<file path="config.mk">
export PLATFORM = sky130hd
export DESIGN_NAME = rational_arithmetic_unit_top
export DESIGN_NICKNAME = d
export VERILOG_FILES = /design/src/rtl/rau_pkg.sv /design/src/rtl/rau_front.sv /design/src/rtl/rau_back.sv /design/src/rtl/rational_arithmetic_unit_top.sv
export SDC_FILE = /design/constraint.sdc
export NUM_CORES = 2
export LEC_CHECK = 0
export CAP_MARGIN = 20
export CORE_ASPECT_RATIO = 1.75
export CORE_MARGIN = 1
export CORE_UTILIZATION = 55
export DETAILED_ROUTE_END_ITERATION = 10
export DONT_BUFFER_PORTS = 1
export PLACE_DENSITY = 0.74
export SETUP_SLACK_MARGIN = 0.02
export SYNTH_ARGS = -nofsm -noshare
export SYNTH_HDL_FRONTEND = slang
export SYNTH_HIERARCHICAL = 1
export SYNTH_SLANG_ARGS = --single-unit
</file>
<file path="constraint.sdc">
create_clock -name aclk -period 26.2 [get_ports aclk]
set_input_delay 2.62 -clock aclk [delete_from_list [all_inputs] [get_ports aclk]]
set_output_delay 2.62 -clock aclk [all_outputs]
set_load 0.1 [all_outputs]
</file>
<file path="src/rtl/rau_pkg.sv">
package rau_pkg;

    localparam int DEF_OPERAND_WIDTH = 16;
    localparam int NUM_W = 34;
    localparam int DEN_W = 32;
    localparam int OP_W = 3;

    typedef enum logic [2:0] {
        OP_ADD = 3'd0,
        OP_SUB = 3'd1,
        OP_MUL = 3'd2,
        OP_DIV = 3'd3,
        OP_RED = 3'd4,
        OP_CMP = 3'd5
    } op_t;

    typedef struct packed {
        logic [NUM_W-1:0] num;
        logic [DEN_W-1:0] den;
        logic             den_error;
        logic             less;
        logic             equal;
        logic             greater;
    } res_t;

endpackage

</file>
<file path="src/rtl/rau_front.sv">
module rau_front #(
    parameter int OperandWidth = rau_pkg::DEF_OPERAND_WIDTH,
    parameter int MagWidth = 2 * OperandWidth + 1
) (
    input  logic                         aclk,
    input  logic                         aresetn,
    input  logic                         in_valid,
    output logic                         in_ready,
    input  logic [rau_pkg::OP_W-1:0]     op,
    input  logic signed [OperandWidth-1:0] a_num,
    input  logic [OperandWidth-1:0]      a_den,
    input  logic signed [OperandWidth-1:0] b_num,
    input  logic [OperandWidth-1:0]      b_den,
    output logic                         q_valid,
    input  logic                         q_ready,
    output logic                         q_direct,
    output rau_pkg::res_t                q_res,
    output logic                         q_neg,
    output logic [MagWidth-1:0]          q_mag,
    output logic [MagWidth-1:0]          q_den
);
    import rau_pkg::*;

    localparam int W = OperandWidth;
    localparam int PW = 2 * W;

    typedef enum logic [1:0] {S_IDLE, S_MUL, S_COMB} state_t;

    state_t state_reg, state_next;
    logic [OP_W-1:0] op_reg;
    logic an_neg_reg, bn_neg_reg;
    logic [W-1:0] am_reg, bm_reg, ad_reg, bd_reg;
    logic [PW-1:0] x_reg, y_reg, dd_reg;
    logic q_valid_reg, q_direct_reg, q_neg_reg;
    res_t q_res_reg;
    logic [MagWidth-1:0] q_mag_reg, q_den_reg;
    logic [MagWidth-1:0] xm, ym;
    logic [PW:0] cross_x, cross_y;

    assign in_ready = (state_reg == S_IDLE) && !q_valid_reg;
    assign q_valid = q_valid_reg;
    assign q_direct = q_direct_reg;
    assign q_res = q_res_reg;
    assign q_neg = q_neg_reg;
    assign q_mag = q_mag_reg;
    assign q_den = q_den_reg;

    assign xm = MagWidth'(x_reg);
    assign ym = MagWidth'(y_reg);
    // Signed cross values for compare.
    assign cross_x = (an_neg_reg) ? (PW+1)'(0) - {1'b0, x_reg} : {1'b0, x_reg};
    assign cross_y = (bn_neg_reg) ? (PW+1)'(0) - {1'b0, y_reg} : {1'b0, y_reg};

    always_comb begin
        state_next = state_reg;
        unique case (state_reg)
            S_IDLE: if (in_valid && in_ready) state_next = S_MUL;
            S_MUL: state_next = S_COMB;
            S_COMB: state_next = S_IDLE;
            default: state_next = S_IDLE;
        endcase
    end

    always_ff @(posedge aclk) begin
        if (!aresetn) begin
            state_reg <= S_IDLE;
            q_valid_reg <= 1'b0;
        end else begin
            state_reg <= state_next;
            if (q_valid_reg && q_ready) q_valid_reg <= 1'b0;
            unique case (state_reg)
                S_IDLE: begin
                    if (in_valid && in_ready) begin
                        op_reg <= op;
                        an_neg_reg <= a_num[W-1];
                        bn_neg_reg <= b_num[W-1];
                        am_reg <= a_num[W-1] ? W'(0) - W'(a_num) : W'(a_num);
                        bm_reg <= b_num[W-1] ? W'(0) - W'(b_num) : W'(b_num);
                        ad_reg <= a_den;
                        bd_reg <= b_den;
                    end
                end
                S_MUL: begin
                    // Magnitudes of the cross products; signs kept apart.
                    if (op_reg == OP_MUL) begin
                        x_reg <= PW'(am_reg) * PW'(bm_reg);
                        dd_reg <= PW'(ad_reg) * PW'(bd_reg);
                    end else if (op_reg == OP_DIV) begin
                        x_reg <= PW'(am_reg) * PW'(bd_reg);
                        dd_reg <= PW'(ad_reg) * PW'(bm_reg);
                    end else begin
                        x_reg <= PW'(am_reg) * PW'(bd_reg);
                        dd_reg <= PW'(ad_reg) * PW'(bd_reg);
                    end
                    y_reg <= PW'(bm_reg) * PW'(ad_reg);
                end
                S_COMB: begin
                    q_valid_reg <= 1'b1;
                    q_direct_reg <= 1'b1;
                    q_res_reg <= '{num: '0, den: DEN_W'(1), den_error: 1'b0,
                                   less: 1'b0, equal: 1'b0, greater: 1'b0};
                    q_neg_reg <= 1'b0;
                    q_mag_reg <= '0;
                    q_den_reg <= MagWidth'(1);
                    if (op_reg == OP_RED) begin
                        if (ad_reg == '0) q_res_reg.den_error <= 1'b1;
                        else if (am_reg != '0) begin
                            q_direct_reg <= 1'b0;
                            q_neg_reg <= an_neg_reg;
                            q_mag_reg <= MagWidth'(am_reg);
                            q_den_reg <= MagWidth'(ad_reg);
                        end
                    end else if (op_reg <= OP_CMP) begin
                        if (ad_reg == '0 || bd_reg == '0) begin
                            q_res_reg.den_error <= 1'b1;
                        end else if (op_reg == OP_CMP) begin
                            q_res_reg.den <= '0;
                            q_res_reg.less <= $signed(cross_x) < $signed(cross_y);
                            q_res_reg.equal <= cross_x == cross_y;
                            q_res_reg.greater <= $signed(cross_x) > $signed(cross_y);
                        end else if (op_reg == OP_DIV && bm_reg == '0) begin
                            q_res_reg.den_error <= 1'b1;
                        end else if (op_reg == OP_MUL || op_reg == OP_DIV) begin
                            if (x_reg != '0) begin
                                q_direct_reg <= 1'b0;
                                q_neg_reg <= an_neg_reg ^ bn_neg_reg;
                                q_mag_reg <= xm;
                                q_den_reg <= MagWidth'(dd_reg);
                            end
                        end else begin
                            q_direct_reg <= 1'b0;
                            q_den_reg <= MagWidth'(dd_reg);
                            if (an_neg_reg == (bn_neg_reg ^ (op_reg == OP_SUB))) begin
                                q_neg_reg <= an_neg_reg;
                                q_mag_reg <= xm + ym;
                            end else if (xm >= ym) begin
                                q_neg_reg <= an_neg_reg;
                                q_mag_reg <= xm - ym;
                            end else begin
                                q_neg_reg <= bn_neg_reg ^ (op_reg == OP_SUB);
                                q_mag_reg <= ym - xm;
                            end
                            if (xm == ym && an_neg_reg != (bn_neg_reg ^ (op_reg == OP_SUB)))
                                q_direct_reg <= 1'b1;
                        end
                    end
                end
                default: ;
            endcase
        end
    end

endmodule

</file>
<file path="src/rtl/rau_back.sv">
module rau_back #(
    parameter int MagWidth = 2 * rau_pkg::DEF_OPERAND_WIDTH + 1
) (
    input  logic                aclk,
    input  logic                aresetn,
    input  logic                q_valid,
    output logic                q_ready,
    input  logic                q_direct,
    input  rau_pkg::res_t       q_res,
    input  logic                q_neg,
    input  logic [MagWidth-1:0] q_mag,
    input  logic [MagWidth-1:0] q_den,
    output logic                out_valid,
    input  logic                out_ready,
    output rau_pkg::res_t       out_res
);
    import rau_pkg::*;

    localparam int CW = $clog2(MagWidth + 1);

    typedef enum logic [2:0] {S_IDLE, S_GCD, S_DIVN, S_DIVD, S_OUT} state_t;

    state_t state_reg;
    logic neg_reg;
    logic [MagWidth-1:0] mag_reg, den_reg, x_reg, y_reg, g_reg;
    logic [MagWidth-1:0] quo_reg, rem_reg, dvd_reg;
    logic [CW-1:0] cnt_reg;
    logic out_valid_reg;
    res_t out_res_reg;
    logic [MagWidth:0] trial;
    logic [MagWidth-1:0] quo_done;

    assign q_ready = (state_reg == S_IDLE) && !out_valid_reg;
    assign out_valid = out_valid_reg;
    assign out_res = out_res_reg;

    // One restoring division step per cycle against the divisor.
    assign trial = {rem_reg, dvd_reg[MagWidth-1]} - {1'b0, (state_reg == S_GCD) ? y_reg : g_reg};
    assign quo_done = {quo_reg[MagWidth-2:0], ~trial[MagWidth]};

    always_ff @(posedge aclk) begin
        if (!aresetn) begin
            state_reg <= S_IDLE;
            out_valid_reg <= 1'b0;
        end else begin
            if (out_valid_reg && out_ready) out_valid_reg <= 1'b0;
            unique case (state_reg)
                S_IDLE: begin
                    if (q_valid && q_ready) begin
                        if (q_direct) begin
                            out_res_reg <= q_res;
                            out_valid_reg <= 1'b1;
                        end else begin
                            neg_reg <= q_neg;
                            mag_reg <= q_mag;
                            den_reg <= q_den;
                            x_reg <= q_mag;
                            y_reg <= q_den;
                            rem_reg <= '0;
                            dvd_reg <= q_mag;
                            cnt_reg <= '0;
                            state_reg <= S_GCD;
                        end
                    end
                end
                S_GCD: begin
                    // Euclid: x mod y by long division, then swap.
                    if (y_reg == '0) begin
                        g_reg <= x_reg;
                        rem_reg <= '0;
                        dvd_reg <= mag_reg;
                        quo_reg <= '0;
                        cnt_reg <= '0;
                        state_reg <= S_DIVN;
                    end else begin
                        dvd_reg <= dvd_reg << 1;
                        if (!trial[MagWidth]) rem_reg <= trial[MagWidth-1:0];
                        else rem_reg <= {rem_reg[MagWidth-2:0], dvd_reg[MagWidth-1]};
                        if (cnt_reg == CW'(MagWidth - 1)) begin
                            x_reg <= y_reg;
                            y_reg <= trial[MagWidth] ?
                                {rem_reg[MagWidth-2:0], dvd_reg[MagWidth-1]} :
                                trial[MagWidth-1:0];
                            dvd_reg <= y_reg;
                            rem_reg <= '0;
                            cnt_reg <= '0;
                        end else begin
                            cnt_reg <= cnt_reg + 1'b1;
                        end
                    end
                end
                S_DIVN, S_DIVD: begin
                    dvd_reg <= dvd_reg << 1;
                    quo_reg <= quo_done;
                    if (!trial[MagWidth]) rem_reg <= trial[MagWidth-1:0];
                    else rem_reg <= {rem_reg[MagWidth-2:0], dvd_reg[MagWidth-1]};
                    if (cnt_reg == CW'(MagWidth - 1)) begin
                        cnt_reg <= '0;
                        rem_reg <= '0;
                        quo_reg <= '0;
                        if (state_reg == S_DIVN) begin
                            mag_reg <= quo_done;
                            dvd_reg <= den_reg;
                            state_reg <= S_DIVD;
                        end else begin
                            den_reg <= quo_done;
                            state_reg <= S_OUT;
                        end
                    end else begin
                        cnt_reg <= cnt_reg + 1'b1;
                    end
                end
                S_OUT: begin
                    out_res_reg.num <= neg_reg ? NUM_W'(0) - NUM_W'(mag_reg) : NUM_W'(mag_reg);
                    out_res_reg.den <= DEN_W'(den_reg);
                    out_res_reg.den_error <= 1'b0;
                    out_res_reg.less <= 1'b0;
                    out_res_reg.equal <= 1'b0;
                    out_res_reg.greater <= 1'b0;
                    out_valid_reg <= 1'b1;
                    state_reg <= S_IDLE;
                end
                default: state_reg <= S_IDLE;
            endcase
        end
    end

endmodule

</file>
<file path="src/rtl/rational_arithmetic_unit_top.sv">
// Rational arithmetic unit: each input word carries an op and two fractions,
// and one result word follows with the reduced fraction, or the compare or error flags.
// The front stage forms the cross products in a multiply state and a
// combine state and hands the job on; the back stage runs Euclid's algorithm
// by bit-serial long division and then divides the numerator and the
// denominator by the GCD in the same way; compare, error and zero results skip it.
module rational_arithmetic_unit_top #(
    parameter int OPERAND_WIDTH = rau_pkg::DEF_OPERAND_WIDTH
) (
    input  logic                        aclk,
    input  logic                        aresetn,
    input  logic                        s_tvalid,
    output logic                        s_tready,
    // op, a_num, a_den, b_num, b_den from bit 0 up, zero padded.
    input  logic [((rau_pkg::OP_W + 4 * OPERAND_WIDTH + 7) / 8) * 8 - 1:0] s_tdata,
    output logic                        m_tvalid,
    input  logic                        m_tready,
    // res_num, res_den from bit 0 up, zero padded.
    output logic [71:0]                 m_tdata,
    // den_error, less, equal, greater from bit 0 up.
    output logic [3:0]                  m_tuser
);
    import rau_pkg::*;

    localparam int W = OPERAND_WIDTH;
    localparam int MW = 2 * W + 1;

    logic q_valid, q_ready, q_direct, q_neg;
    res_t q_res, out_res;
    logic [MW-1:0] q_mag, q_den;

    rau_front #(.OperandWidth(W), .MagWidth(MW)) u_front (
        .aclk(aclk), .aresetn(aresetn),
        .in_valid(s_tvalid), .in_ready(s_tready),
        .op(s_tdata[OP_W-1:0]),
        .a_num(s_tdata[OP_W + W - 1:OP_W]),
        .a_den(s_tdata[OP_W + 2*W - 1:OP_W + W]),
        .b_num(s_tdata[OP_W + 3*W - 1:OP_W + 2*W]),
        .b_den(s_tdata[OP_W + 4*W - 1:OP_W + 3*W]),
        .q_valid(q_valid), .q_ready(q_ready), .q_direct(q_direct),
        .q_res(q_res), .q_neg(q_neg), .q_mag(q_mag), .q_den(q_den)
    );

    rau_back #(.MagWidth(MW)) u_back (
        .aclk(aclk), .aresetn(aresetn),
        .q_valid(q_valid), .q_ready(q_ready), .q_direct(q_direct),
        .q_res(q_res), .q_neg(q_neg), .q_mag(q_mag), .q_den(q_den),
        .out_valid(m_tvalid), .out_ready(m_tready), .out_res(out_res)
    );

    assign m_tdata = {6'd0, out_res.den, out_res.num};
    assign m_tuser = {out_res.greater, out_res.equal, out_res.less, out_res.den_error};

endmodule

</file>
==> summary.md <==
| Metric | Value |
|---|---|
| Outcome | `complete, no violations` |
| Synth Flop Type | `edfxtp_1` |
| Share of layout cells above drive strength 1 | `3.987%` |
| Top Ports | `between 150 and 200` |
| GRT overflow | `0` |
| Worst-path clk slew | `0.07 ns` |
| Post-synthesis sequential area ratio | `25.45%` |
| Synth Area per Inst | `around 9.3 µm²` |
| First-pass GRT wire length | `approximately 320 mm` |
| Buffers on Ports | `0` |
| Post-CTS Setup Bufs | `0` |
| Min cycle time layout | `between 7 and 8 ns` |
| Hold buffers post-CTS | `0` |
| Least-Margin Pin Slew | `~1.2 ns` |
| Setup_tns | `0 ns` |
| R2R Setup Slk | `between 15 and 20 ns` |
| Critical Path RT | `~27 ns` |
| GRT Total Usage | `around a third` |
| Clock Tree Buf Depth | `3` |
| Nets@finish | `8,641` |
| Max-slew violation count | `0` |
| Worst Hold End | `u_back/g_reg[9]` |
| Cell Pwr Density | `between 100 and 150 mW/mm²` |
| Row count | `between 150 and 200` |
| Core ar. | `0.1239 mm²` |
| Via Count | `around 54,000` |
| Clk sink count | `584` |
| Final wirelength | `about 210 mm` |
| Iteration-0 DRC count of the detailed router | `around 4,200` |
| TritonCTS buffer count | `57` |
| Most frequent cells in the layout | `1,203 x nand2_1, 1,012 x inv_1, 780 x fa_1` |
| Flip-flop and latch area | `between 0.015 and 0.02 mm²` |
| TritonCTS clock tree | `done` |
| Die Area | `around 0.13 mm²` |
| Die height | `~470 µm` |
| Worst reg2reg path endpoint | `u_front/x_reg[28]` |
| WHS Path Cells | `0` |
| Post-route cell area | `between 0.07 and 0.08 mm²` |
| Yosys warns | `6` |
| Crit end category | `flip-flop` |
| Mapped Cells | `roughly 7,400` |
| Hold Slack | `approximately 0.36 ns` |
| Slew HR | `roughly 18%` |
| CP arrival | `a little over 8 ns` |
| Max Freq | `128.9 MHz` |
| Crit Reg-Reg Startpoint | `u_front/am_reg[9]` |
| Area of the multi-input gates | `roughly 0.046 mm²` |
| Root Buffer | `clkbuf_16` |
| P&R area growth vs syn | `4.753%` |
| Fin Clk Skew | `around 0.06 ns` |
| Most common cell after layout, fill and taps aside | `nand2_1` |
| Starting density of the core | `a little under three fifths` |
| Total of max-cap violations | `0` |
| Asr flop ratio synth | `0%` |
| Gpl congestion | `between 1 and 1.5` |
| Routed vias/inst | `about 6.1` |
| DP Area | `0.06989 mm²` |
| Mapped Area | `slightly below 0.07 mm²` |
| Pin count of the biggest net entering global routing | `around 100` |
| Nature of the critical path startpoint | `flip-flop` |
| Fill cells | `10,680` |
| Router iterations before antenna repair | `6` |
| Post_cts resized | `0` |
| Clock latency on the worst-skew pair | `0.70 ns` |
| VDD IR-drop max | `187.0 µV` |
| RSZ-0062 raised after global routing | `false` |
| DRC | `0` |
| Vias in the first global route | `56,900` |
| Initial antenna violation count | `11` |
| Routed Antenna Nets | `0` |
| Hold_sp | `u_back/x_reg[9]` |
| Final Core Density | `58.03%` |
| Yosys cell types | `between 90 and 100` |
| Power Total | `about 8.4 mW` |
| Max reg flops | `70` |
| Max Fanout on Critical Path | `34` |
| # setup viols final | `0` |
| EDFF count, synth | `slightly below 600` |
| Synthesized flop and latch total | `between 500 and 600` |
| Die W | `approximately 270 µm` |
| Leakage | `around 33 nW` |
| Critical path class | `flip-flop to flip-flop` |
| Final Hold Vio Count | `0` |
| Dpl hpwl | `about 160 mm` |
| Crit share post-route | `29.60%` |
| Hold Crit Class | `flip-flop to flip-flop` |
| WL per Instance | `between 20 and 25 µm` |
| CTS HTree Levels | `2` |
| Register-to-Register Path Depth | `22` |
==> through the flow <==
| step | setup WS, ns | cells |
|---|---|---|
| 2_1_floorplan | 13.98 | 7478 |
| 3_5_place_dp | 18.60 | 8784 |
| 4_1_cts | 18.59 | 8890 |
| 5_1_grt | 18.13 | 8891 |
| 3_3_place_gp | 18.62 | 8782 |
| 6_report | 18.44 | 8893 |
==> how the worst max path moves through the flow <==
stage / start / depth (start not counted) / end
6_report: u_front/am_reg[9] / 22 / u_front/x_reg[28]
5_1_grt: u_front/am_reg[7] / 24 / u_front/x_reg[28]
4_1_cts: u_front/am_reg[9] / 22 / u_front/x_reg[28]
3_5_place_dp: u_front/am_reg[9] / 22 / u_front/x_reg[28]
3_3_place_gp: u_front/am_reg[10] / 22 / u_front/x_reg[28]
2_1_floorplan: aresetn / 5 / u_back/x_reg[0]
==> Yosys cell counts, drive strengths merged (8+ instances only) <==
cell type	number	area, µm²
a311oi	9	78.83
xor2	89	779.5
inv	1015	3810
or4	19	157.7
a21boi	42	315.3
o211ai	29	217.7
edfxtp	577	17330
and3	25	156.4
a31oi	27	168.9
a2111oi	13	120.1
o21a	25	187.7
nor2b	27	168.9
nor4	42	262.8
or2	13	81.33
o21bai	38	296.5
a21oi	351	1779
a32oi	15	131.4
nand2b	36	225.2
a211oi	33	247.7
fa	780	15610
o21ai	256	1289
mux2	10	120.1
mux2i	79	790.8
nor2	345	1326
o22ai	41	256.5
nand3	67	340.3
clkbuf	323	1214
buf	122	814.5
nand4	54	337.8
or3	19	118.9
o41ai	28	290.3
o31ai	55	412.9
a31o	9	78.83
o311ai	8	70.07
xnor2	187	1645
o2111ai	10	87.58
a22o	17	148.9
and2	507	3172
a21o	93	699.4
ha	584	7307
nand2	1207	4533
nor3	72	365.3
==> logic make-up (layout without fill, tap and decap cells) <==
group	after synthesis	after routing	share of synthesized area, %
other cells	2	74	0.01094
compound gates	1172	1172	11.04
simple gates	2461	2461	16.73
buf+inv	1460	1230	8.507
fa+ha+maj	1364	1364	33.40
mux	89	89	1.327
xor+xnor	276	276	3.533
flops	584	584	25.45
==> where the power goes <==
| group | leakage [nW] | total (mW) | switching (mW) | internal [mW] |
|---|---|---|---|---|
| Clock | 0.939 | 0.877 | 0.384 | 0.493 |
| Sequential | 5.33 | 1.42 | 0.139 | 1.28 |
| Combinational | 26.5 | 6.11 | 3.77 | 2.34 |
| Total | 32.8 | 8.41 | 4.30 | 4.12 |
==> critical path, cell delays in order, from the launching register on <==
cell	delay [ns]
edfxtp_1	0.33
buf_4	0.55
nand2_1	0.17
fa_1	0.49
fa_1	0.55
inv_1	0.07
fa_1	0.56
fa_1	0.43
fa_1	0.51
inv_1	0.05
fa_1	0.47
inv_1	0.04
ha_1	0.37
a21o_1	0.23
a311oi_1	0.29
o211ai_1	0.18
a2111oi_0	0.81
o31ai_1	0.32
nand3_1	0.16
o21ai_0	0.18
o21ai_0	0.25
xor2_1	0.10
mux2i_1	0.41
==> routing by layer <==
metal	part of all wire, %	GRT usage (%)	wire length [µm]
met4	11	30.10	22650
met3	7.3	5.214	15310
met2	50	58.76	104600
met1	32	34.97	67930
met5	0.011	0	24
==> final cells by class <==
cell class                      count  share of cell area (%)
Multi-Input combinational cell   5434                   63.62
Sequential cell                   584                   24.30
Inverter                         1015                   5.300
Tap cell                         1643                   2.860
Clock buffer                       66                   2.031
Timing Repair Buffer              109                   1.163
Clock inverter                     40                  0.7258
Antenna cell                        2                0.006962
Note: power is estimated with default switching activity, not from simulation.
